<file path="src/rtl/core/assert_macros.svh">
// Assertion macros shared by the RTL of the radix conversion block.
// Depends on a clock named clk and an active-low reset named arst_n in scope.
`ifndef ASSERT_MACROS_SVH
`define ASSERT_MACROS_SVH

// Check that a condition holds at every clock edge outside reset.
`define AST_ALWAYS(lbl, cond, msg) \
	lbl: assert property (@(posedge clk) disable iff (!arst_n) (cond)) else $error(msg);

// Check that a consequent holds in the cycle after an antecedent.
`define AST_NEXT(lbl, ante, cons, msg) \
	lbl: assert property (@(posedge clk) disable iff (!arst_n) (ante) |=> (cons)) \
		else $error(msg);

`endif

</file>
<file path="src/rtl/core/rcvs_pkg.sv">
// Package of the radix conversion block: transaction structs, field widths
// and the digit character table. Depends on nothing.
`default_nettype none

package rcvs_pkg;

	localparam int NUMBER_W = 31;
	localparam int BASE_W   = 5;
	localparam int DIGIT_W  = 4;
	localparam int CHAR_W   = 7;
	localparam int BITCNT_W = $clog2(NUMBER_W);

	localparam logic [BASE_W-1:0] BASE_MIN = 5'd2;
	localparam logic [BASE_W-1:0] BASE_MAX = 5'd16;

	typedef struct packed {
		logic [NUMBER_W-1:0] number;
		logic [BASE_W-1:0]   base;
	} item_t;

	typedef struct packed {
		logic [CHAR_W-1:0] digit_char;
		logic              last_digit;
	} result_t;

	// Digit value to ASCII: 0-9 then A-F.
	function automatic logic [CHAR_W-1:0] digit_to_char(input logic [DIGIT_W-1:0] d);
		logic [CHAR_W-1:0] c;
		case (d)
			4'd0:    c = 7'h30;
			4'd1:    c = 7'h31;
			4'd2:    c = 7'h32;
			4'd3:    c = 7'h33;
			4'd4:    c = 7'h34;
			4'd5:    c = 7'h35;
			4'd6:    c = 7'h36;
			4'd7:    c = 7'h37;
			4'd8:    c = 7'h38;
			4'd9:    c = 7'h39;
			4'd10:   c = 7'h41;
			4'd11:   c = 7'h42;
			4'd12:   c = 7'h43;
			4'd13:   c = 7'h44;
			4'd14:   c = 7'h45;
			4'd15:   c = 7'h46;
			default: c = 7'h30;
		endcase
		return c;
	endfunction

endpackage

`default_nettype wire

</file>
<file path="src/rtl/core/radix_convert_via_stack_unit.sv">
// Top level of the radix conversion block: divider, digit stack and sequencer.
// Depends on rcvs_pkg and assert_macros.svh.
`default_nettype none

// Converts a non-negative 31-bit number into its digit string in a base from
// 2 to 16 and emits one ASCII character per result, most significant first.
//
// Input: a transaction is taken at a rising edge with start high and busy low.
// item.base is clamped into 2..16. A zero number is taken and gives no result;
// busy does not rise for it.
// Output: each character stands on result for one cycle with result_valid
// high; result.last_digit marks the final (least significant) character. The
// receiver cannot stall the block, so no result is ever held back.
// Operation: one shared 5-bit subtract/compare unit runs a restoring division of
// 31 steps per digit, then the push state writes the remainder onto the stack.
// Popping passes through a read state and an emit state per digit. busy stays
// high until the final character is emitted, so a new transaction is not
// taken before the last one is through. Worst case is 31 digits, in base 2.
// Reset: arst_n clears the sequencer and the stack pointer at once; the stack
// memory itself needs no clearing, since every entry is pushed before it is
// popped.
module radix_convert_via_stack_unit #(
	parameter int STACK_DEPTH = 32
) (
	input  wire             clk,
	input  wire             arst_n,
	input  wire             start,
	input  wire rcvs_pkg::item_t item,
	output logic            busy,
	output logic            result_valid,
	output rcvs_pkg::result_t result
);

	import rcvs_pkg::*;

	localparam int PTR_W  = $clog2(STACK_DEPTH + 1);
	localparam int ADDR_W = $clog2(STACK_DEPTH);

	typedef enum logic [4:0] {
		ST_IDLE = 5'b00001,
		ST_DIV  = 5'b00010,
		ST_PUSH = 5'b00100,
		ST_READ = 5'b01000,
		ST_EMIT = 5'b10000
	} state_t;

	state_t              state_q;
	logic [NUMBER_W-1:0] value_q;   // dividend in, quotient out
	logic [BASE_W-1:0]   base_q;
	logic [DIGIT_W-1:0]  rem_q;
	logic [BITCNT_W-1:0] bit_cnt_q;
	logic [PTR_W-1:0]    sp_q;
	logic [DIGIT_W-1:0]  rd_q;

	logic [DIGIT_W-1:0]  stack_mem [STACK_DEPTH];

	logic                accept;
	logic [BASE_W-1:0]   base_clamped;
	logic [BASE_W-1:0]   trial;
	logic [BASE_W-1:0]   diff;
	logic                trial_ge;
	logic [DIGIT_W-1:0]  rem_next;
	logic [PTR_W-1:0]    sp_dec;
	logic                stack_full;

	assign accept = start && !busy;

	// Clamp the base into the supported range.
	always_comb begin
		if (item.base < BASE_MIN) begin
			base_clamped = BASE_MIN;
		end else if (item.base > BASE_MAX) begin
			base_clamped = BASE_MAX;
		end else begin
			base_clamped = item.base;
		end
	end

	// Shared divider step: shift one dividend bit into the partial remainder,
	// subtract the base when it fits. The remainder stays below the base, so
	// it fits in a digit after the subtraction; the shifted trial fits in 5 bits.
	assign trial    = {rem_q, value_q[NUMBER_W-1]};
	assign diff     = trial - base_q;
	assign trial_ge = (trial >= base_q);
	assign rem_next = trial_ge ? diff[DIGIT_W-1:0] : trial[DIGIT_W-1:0];

	assign sp_dec     = sp_q - PTR_W'(1);
	assign stack_full = (sp_q == PTR_W'(STACK_DEPTH));

	// Sequencer and datapath registers.
	always_ff @(posedge clk or negedge arst_n) begin
		if (!arst_n) begin
			state_q <= ST_IDLE;
			sp_q    <= '0;
		end else begin
			case (state_q)
				ST_IDLE: begin
					if (accept && (item.number != '0)) begin
						sp_q    <= '0;
						state_q <= ST_DIV;
					end
				end
				ST_DIV: begin
					if (bit_cnt_q == '0) begin
						state_q <= ST_PUSH;
					end
				end
				ST_PUSH: begin
					// Drop the digit if the stack is full.
					if (!stack_full) begin
						sp_q <= sp_q + PTR_W'(1);
					end
					state_q <= (value_q == '0) ? ST_READ : ST_DIV;
				end
				ST_READ: begin
					sp_q    <= sp_dec;
					state_q <= ST_EMIT;
				end
				ST_EMIT: begin
					state_q <= (sp_q == '0) ? ST_IDLE : ST_READ;
				end
				default: begin
					state_q <= ST_IDLE;
				end
			endcase
		end
	end

	// Payload registers: dividend, base, remainder and bit counter.
	always_ff @(posedge clk) begin
		case (state_q)
			ST_IDLE: begin
				value_q   <= item.number;
				base_q    <= base_clamped;
				rem_q     <= '0;
				bit_cnt_q <= BITCNT_W'(NUMBER_W - 1);
			end
			ST_DIV: begin
				value_q   <= {value_q[NUMBER_W-2:0], trial_ge};
				rem_q     <= rem_next;
				bit_cnt_q <= bit_cnt_q - BITCNT_W'(1);
			end
			ST_PUSH: begin
				// Restart the division on the quotient.
				rem_q     <= '0;
				bit_cnt_q <= BITCNT_W'(NUMBER_W - 1);
			end
			default: begin
			end
		endcase
	end

	// Digit stack: push the remainder, pop with a registered read.
	always_ff @(posedge clk) begin
		if ((state_q == ST_PUSH) && !stack_full) begin
			stack_mem[sp_q[ADDR_W-1:0]] <= rem_q;
		end
	end

	always_ff @(posedge clk) begin
		if (state_q == ST_READ) begin
			rd_q <= stack_mem[sp_dec[ADDR_W-1:0]];
		end
	end

	// Present the popped digit for one cycle; the last one empties the stack.
	assign busy                = (state_q != ST_IDLE);
	assign result_valid        = (state_q == ST_EMIT);
	assign result.digit_char   = digit_to_char(rd_q);
	assign result.last_digit   = (sp_q == '0);

`include "assert_macros.svh"

	`AST_ALWAYS(a_rem_below_base, !(state_q == ST_DIV) || ({1'b0, rem_q} < base_q),
		"partial remainder reached the base")
	`AST_ALWAYS(a_sp_in_range, sp_q <= PTR_W'(STACK_DEPTH),
		"stack pointer beyond stack depth")
	`AST_NEXT(a_last_ends_job, result_valid && result.last_digit, !busy,
		"block still busy after final digit")
	`AST_NEXT(a_nonzero_starts, start && !busy && (item.number != '0), busy,
		"nonzero transaction did not start conversion")

endmodule

`default_nettype wire
</file>
<file path="config.mk">
export PLATFORM = sky130hd
export DESIGN_NAME = radix_convert_via_stack_unit
export DESIGN_NICKNAME = d
export VERILOG_FILES = /design/src/rtl/core/rcvs_pkg.sv /design/src/rtl/core/radix_convert_via_stack_unit.sv
export VERILOG_INCLUDE_DIRS = /design/src /design/src/rtl/core
export SDC_FILE = /design/constraint.sdc
export NUM_CORES = 1
export LEC_CHECK = 0
export ABC_AREA = 1
export BUFFER_PORTS_ARGS = -buffer_cell sky130_fd_sc_hd__buf_2
export CAP_MARGIN = 20
export CORE_AREA = 2 2 151 153
export CTS_CLUSTER_DIAMETER = 100
export DETAILED_ROUTE_END_ITERATION = 8
export DIE_AREA = 0 0 153 155
export MAX_ROUTING_LAYER = met4
export PLACE_DENSITY = 0.66
export SETUP_SLACK_MARGIN = 0.5
export SKIP_LAST_GASP = 1
export SYNTH_ARGS = -nofsm -noshare
export SYNTH_HDL_FRONTEND = slang
export SYNTH_SLANG_ARGS = --single-unit
</file>
<file path="constraint.sdc">
create_clock -name clk -period 2.83 [get_ports clk]
set_input_delay 0 -clock clk [delete_from_list [all_inputs] [get_ports clk]]
set_output_delay 0 -clock clk [all_outputs]
set_load 0.03 [all_outputs]
</file>
# Word-level counts from Yosys, hierarchy flattened
# Memories as Yosys holds them, arrays and structs flattened. A register that Yosys moved wholly into a read port is not among the register bits.
# Index checks and enable logic that the tools add are counted.
# word_totals
ff_bits	56
ram_bits	128
romBits	112
in_bits	39
mem_count	2
# classes
n_addsub	4
n_lt_le_gt_ge	3
eq_ne	10
n_mux	15
reduce_logical	16
# memory_table
memory	words	width	read_ports	rd_ports_with_merged_regs	wr	line	source
stack_mem	32	4	1	1	1	radix_convert_via_stack_unit.sv:55	logic [DIGIT_W-1:0] stack_mem [STACK_DEPTH];
(no name shown)	16	7	1	0	0	rcvs_pkg.sv:29	case (d)
# ops
op	n
31-bit one-hot mux with 2 select lines	1
31-bit logical NOT	1
31-bit nonzero test	1
5-bit one-hot mux with 5 select lines	1
6-bit one-hot mux with 3 select lines	1
5-bit 2-to-1 mux	3
4-bit 2-to-1 mux	3
6-bit 2-to-1 mux	2
5-bit one-hot mux with 2 select lines	1
4-bit one-hot mux with 2 select lines	1
6-bit by 1-bit adder with 6-bit output (second input constant)	1
6-bit == test (second input constant)	1
6-bit logical NOT	1
2-bit != test (second input constant)	3
6-bit by 1-bit subtractor with 6-bit output (second input constant)	1
5-bit by 1-bit == test with 1-bit output (second input constant)	1
5-bit by 2-bit == test with 1-bit output (second input constant)	1
5-bit by 3-bit == test with 1-bit output (second input constant)	1
5-bit by 4-bit == test with 1-bit output (second input constant)	1
5-bit == test (second input constant)	1
5-bit >= comparator	1
5-bit greater-than comparator (second input constant)	1
5-bit logical NOT	1
5-bit by 2-bit less-than comparator with 1-bit output (second input constant)	1
11 further kinds	17

# Longest topological paths before layout
# depth
word_depth	6
depth_mapped	14
mapped_depth_nobuf	11

# Worst setup path before layout
# No wires, ideal clock.
# synth_path
path_type	reg-to-reg
start	reg sp_q[0]
end	reg rd_q[1] (read register of stack_mem) (data pin)
setup_ns	0.253
arrival_time_ns	1.928
required_ns	2.577
setup_slack_ns	0.649
stages_incl_launch_ff	14
synth_period_minus_slack_ns	2.181
path_cell_list	dfrtp_1 inv_2 buf_4 buf_2 ha_1 buf_2 buf_2 nor2_1 o21ai_1 o211ai_1 nand3_1 nand2_1 nand2_1 nand2_1
# synth_via
elab_chain_cells	1
# synth_rtl
item	line	source
start: declaration	radix_convert_via_stack_unit.sv:52	logic [PTR_W-1:0] sp_q;
start signal: assignment	radix_convert_via_stack_unit.sv:111	sp_q <= sp_q + PTR_W'(1);
start signal: assignment	radix_convert_via_stack_unit.sv:116	sp_q <= sp_dec;
6-bit by 1-bit subtractor with 6-bit output	radix_convert_via_stack_unit.sv:87	assign sp_dec = sp_q - PTR_W'(1);
end: declaration	radix_convert_via_stack_unit.sv:53	logic [DIGIT_W-1:0] rd_q;
# No other way between the ends.
# A chain may end at the register's enable or synchronous reset.

# Worst setup path in the final report
# layout_path
start	reg sp_q[1]
end	mem stack_mem[25][1] (enable)
# layout_via
elab_chain_cells	5
# layout_rtl
item	line	source
6-bit == test	radix_convert_via_stack_unit.sv:88	assign stack_full = (sp_q == PTR_W'(STACK_DEPTH));
1-bit logical NOT	radix_convert_via_stack_unit.sv:155	if ((state_q == ST_PUSH) && !stack_full) begin
1-bit logical AND	radix_convert_via_stack_unit.sv:155	
1-bit 2-to-1 mux	radix_convert_via_stack_unit.sv:155	
1-bit 2-to-1 mux (not written as such)	radix_convert_via_stack_unit.sv:156	stack_mem[sp_q[ADDR_W-1:0]] <= rem_q;
end: declaration	radix_convert_via_stack_unit.sv:55	
# Parallel ways exist; a longest one is shown, timed or not.

==> results list <==
* Result of the run: complete, no violations
- The count of nets left with antenna violations once routing finished came out at 0.
- Across the VDD grid, the largest voltage drop is ~0.00051 V.
- Once placement completed, the tool counted placed cells totaling 1160.
- Worst Hold Margin: ~25 ps
- Final hold viol count: 0
- Post-layout instance count excluding filler cells: roughly 1200
- In this run, CTS created clock tree buffers numbering 17.
- Clock latency on the worst-skew pair, taken at its later pin, is around 440 ps.
* Endpoint type of the worst setup path: flop
- Top cell family by delay on the critical path: simple AND/OR/NAND/NOR gates
* CTS sink count: around 190
- On the critical path, the stage with the largest delay is an instance of sky130_fd_sc_hd__dfrtp_1.
- Die area: around 24000 µm²
- Of the total synthesized cell area, the portion taken by full adders, half adders and majority gates is 1.96%.
- Buffers placed on the I/O ports in this run total 48.
* Die height: 155 µm
- For this run, the number of Yosys warnings is 0.
- The synthesized design spends more area on one cell type than any other, namely sky130_fd_sc_hd__edfxtp_1.
- Post-Route Utilization: 45.8%
- Share of the synthesized area in compound gates (AO/OA/AOI/OAI): roughly 8.1%
- Overall power consumption after layout is estimated at just over 8 mW.
- The setup path with the least slack is of type flop to flop.
* Combined area of all synthesized cells: between 8000 and 9000 µm²
- Placer's final routability congestion estimate: roughly 0.87
* Buffers from clock root to sink, at most: 2
* Unrepaired setup endpoints after global routing: true
* Sum of overflow across all layers after global routing: 0
- In this run the critical register-to-register path is launched from sp_q[1].
- Required time at the endpoint of the critical path: 2930 ps
* Root buf cell: sky130_fd_sc_hd__clkbuf_16
- The tool flagged a number of max-cap violations equal to 0.
- Buf/Inv on CP: 2
- The number of antenna diodes in the final layout is 0.
- Number of levels in the clock H-tree: 4
* Number of DRC markers after the initial detailed-route iteration: 370
- Clock tree from TritonCTS: built
- Of the total synthesized cell area, the portion taken by XOR and XNOR cells is 0.722%.
- Ranking of synthesized cells by instance count: sky130_fd_sc_hd__nor2_1, sky130_fd_sc_hd__edfxtp_1, sky130_fd_sc_hd__nand2_1
* Remaining design rule violation count: 0
* Layout Nets: ~980
* Most used flip-flop cell after synthesis: sky130_fd_sc_hd__edfxtp_1
* CP cell instances: inv_1, ha_1, inv_2, nor2_2, a21oi_2, nand2_1, nor2_1
- For the pin with the worst max-slew slack, the measured transition is about 650 ps.
* Half-perimeter wire length of the detailed placement result: 11900 µm
* Clock transition at the registers of the reported paths: around 60 ps
* Growth of design area from synthesis to finish: 17.5%
- Global routing consumed, over all layers together, between 10% and 20% of the routing resources.
- The finished cells cover 10200 µm².
* Share of layout cells above drive strength 1: 13.7%
* Number of search-and-repair iterations in the first detailed-routing pass: 6
* Overall die width: roughly 150 µm
- The number of nets in the synthesized netlist is around 900.
* Total Wirelength: between 15000 and 20000 µm
- Power spread over the standard cell area amounts to just under 800 nW/µm².
- The number of cells on the worst reg-to-reg path is 7.
- The core region is 22200 µm².
- Averaged over all synthesized cells, the footprint is 10.3 µm².
- Synthesis handed over a netlist of approximately 840 instances.
- Combinational family with the most area after synthesis: simple AND/OR/NAND/NOR gates
- In the final routed layout, each cell accounts on average for about 15 µm.
- Max_slew headroom: 56.7%
- Final critical-path share of the clock period: between 80% and 90%
- Total number of vias: 6215
- Pre-CTS setup slack: 580 ps
* Final count of pins violating max slew: 0
- Worst setup path end: stack_mem[25][1]
- Startpoint Class: flop
- Entering global routing, the biggest net connects 67 pins.
- Number of setup violations in the final report: 0
* Proportion of synthesized area in mux cells: 0%
- The number of global-route vias before repair is about 6000.
- IO Count: about 50
* Most area-consuming cells after synthesis: sky130_fd_sc_hd__edfxtp_1, sky130_fd_sc_hd__nor2_1, sky130_fd_sc_hd__nand2_1
- In this run the cell area measured after placement is just over 9000 µm².
* Critical R2R Capture: stack_mem[25][1]
* Skew final: around 17 ps
- For this configuration, the core starts out at a cell density of ~39%.
- The analysis attributes to cell leakage a power of roughly 4 nW.
* Number of storage elements in the synthesis netlist: between 150 and 200
- Maximum fanout count along the critical path: 8
- The number of antenna violations at the first check in global routing was 0.
* Count of standard-cell rows: 55
* Stages on the worst setup path: 7
- Number of synthesized flops with an enable pin: 177
- Min-Delay Path Class: input port to flop
* Final setup margin: roughly 550 ps
- In this run the worst setup path begins at sp_q[1].
- Endpoint arrival time on the critical path: roughly 2400 ps
- For this run, the slowest stage of the critical path takes a little over 400 ps.
- Post-layout min period: 2280 ps
- After filler insertion, the fill cell instance count of the layout stands at just under 2000.
- Simple-gate area share of the yosys netlist: 19.8%
- For this run, the register share of the synthesized area comes to between 60% and 70%.
* Post-synth ARST share: slightly below 6%
* Count of different cell masters after synthesis: 39
- Routed via count divided by cell count: around 5
- In this run the biggest area consumer among cell types represents between 60% and 70% of the synthesized area.
- Slack of the worst reg-to-reg path: 550 ps
* Top achievable clock speed: ~0.44 GHz
- Yosys instantiated no cell more often than sky130_fd_sc_hd__nor2_1.
- The first global-routing pass estimated a little over 30000 µm of wire.
- Fin Setup TNS: 0 ps
## where the power goes
group / leakage (nW) / total (mW) / switching [mW] / internal, mW
clock: 0.281 / 2.33 / 1.08 / 1.24
combinational: 1.86 / 1.70 / 1.23 / 0.468
sequential: 1.78 / 4.03 / 0.153 / 3.88
## layer usage
metal  routed length (µm)  track usage (%)  vias to the layer above  part of all wire (%)
li1                     -                -                     3063                     -
met1                 8350             20.7                     2945                    44
met2                 9160             28.3                      181                    49
met3                  973             3.54                       26                   5.2
met4                  289             4.41                        0                   1.5
met5                    0                -                        -                     0
## final cells by class
| cell class | instances | area [µm²] | area share, % |
|---|---|---|---|
| clock inverter | 15 | 153 | 1.50 |
| sequential | 188 | 5590 | 54.9 |
| tap | 285 | 357 | 3.50 |
| multi-input combinational | 562 | 2690 | 26.4 |
| inverter | 63 | 241 | 2.37 |
| clock buffer | 17 | 425 | 4.18 |
| timing repair buffer | 100 | 726 | 7.13 |
## placed cells by master (no fill, tap or decap), types with 2 or more instances in the layout
| master | Yosys | final |
|---|---|---|
| sky130_fd_sc_hd__nor2_4 | 2 | 2 |
| sky130_fd_sc_hd__edfxtp_1 | 177 | 177 |
| sky130_fd_sc_hd__buf_2 | 11 | 48 |
| sky130_fd_sc_hd__clkinv_2 | 0 | 2 |
| sky130_fd_sc_hd__dlygate4sd3_1 | 0 | 38 |
| sky130_fd_sc_hd__a21oi_1 | 12 | 12 |
| sky130_fd_sc_hd__buf_4 | 3 | 14 |
| sky130_fd_sc_hd__xor2_1 | 2 | 2 |
| sky130_fd_sc_hd__clkbuf_16 | 0 | 17 |
| sky130_fd_sc_hd__nand2_1 | 147 | 147 |
| sky130_fd_sc_hd__o21ai_0 | 62 | 62 |
| sky130_fd_sc_hd__or2_2 | 2 | 2 |
| sky130_fd_sc_hd__nand3_1 | 56 | 56 |
| sky130_fd_sc_hd__nor2_2 | 2 | 15 |
| sky130_fd_sc_hd__o21ai_1 | 33 | 33 |
| sky130_fd_sc_hd__clkinv_1 | 2 | 3 |
| sky130_fd_sc_hd__o211ai_1 | 17 | 17 |
| sky130_fd_sc_hd__dfrtp_1 | 10 | 9 |
| sky130_fd_sc_hd__inv_4 | 2 | 2 |
| sky130_fd_sc_hd__nand4_2 | 2 | 2 |
| sky130_fd_sc_hd__inv_1 | 53 | 53 |
| sky130_fd_sc_hd__inv_2 | 6 | 6 |
| sky130_fd_sc_hd__ha_1 | 12 | 12 |
| sky130_fd_sc_hd__xnor2_1 | 2 | 2 |
| sky130_fd_sc_hd__nor3_1 | 5 | 5 |
| sky130_fd_sc_hd__inv_8 | 0 | 3 |
| sky130_fd_sc_hd__clkinvlp_4 | 0 | 2 |
| sky130_fd_sc_hd__inv_6 | 0 | 5 |
| sky130_fd_sc_hd__nor2_1 | 192 | 179 |
| sky130_fd_sc_hd__nand4_1 | 2 | 2 |
## cell families after synthesis
| group | count (synthesis) |
|---|---|
| fa+ha+maj | 13 |
| simple gates | 415 |
| xor+xnor | 5 |
| flops | 188 |
| buf+inv | 94 |
| compound gates | 129 |
## what timing repair did
action,4_1_cts,5_1_grt
setup buffers,0,0
hold buffers,38,0
hold endpoints to repair,47,0
resized for setup,0,13
setup endpoints to repair,0,116
## worst min-delay path by stage
stage | slack (ps) | cells past startpoint | startpoint | endpoint
after floorplan | -300 | 0 | arst_n | sp_q[0]
after global placement | -110 | 1 | arst_n | state_q[4]
after detailed placement | -110 | 1 | arst_n | state_q[4]
after CTS | 20 | 5 | start | state_q[2]
after global routing | 50 | 5 | start | state_q[2]
final | 30 | 5 | start | state_q[2]
## worst min-delay path: cells and delay by family
| family | cells | cell delay (ps) |
|---|---|---|
| buf+inv | 2 | 150 |
| simple gates | 3 | 270 |
## registers in the layout, indices dropped and copies added (netlist names)
register,cells
base_q,5
bit_cnt_q,5
rd_q,4
rem_q,4
sp_q,6
stack_mem,128
state_q,5
value_q,31
(Power assumes the default switching activity.)
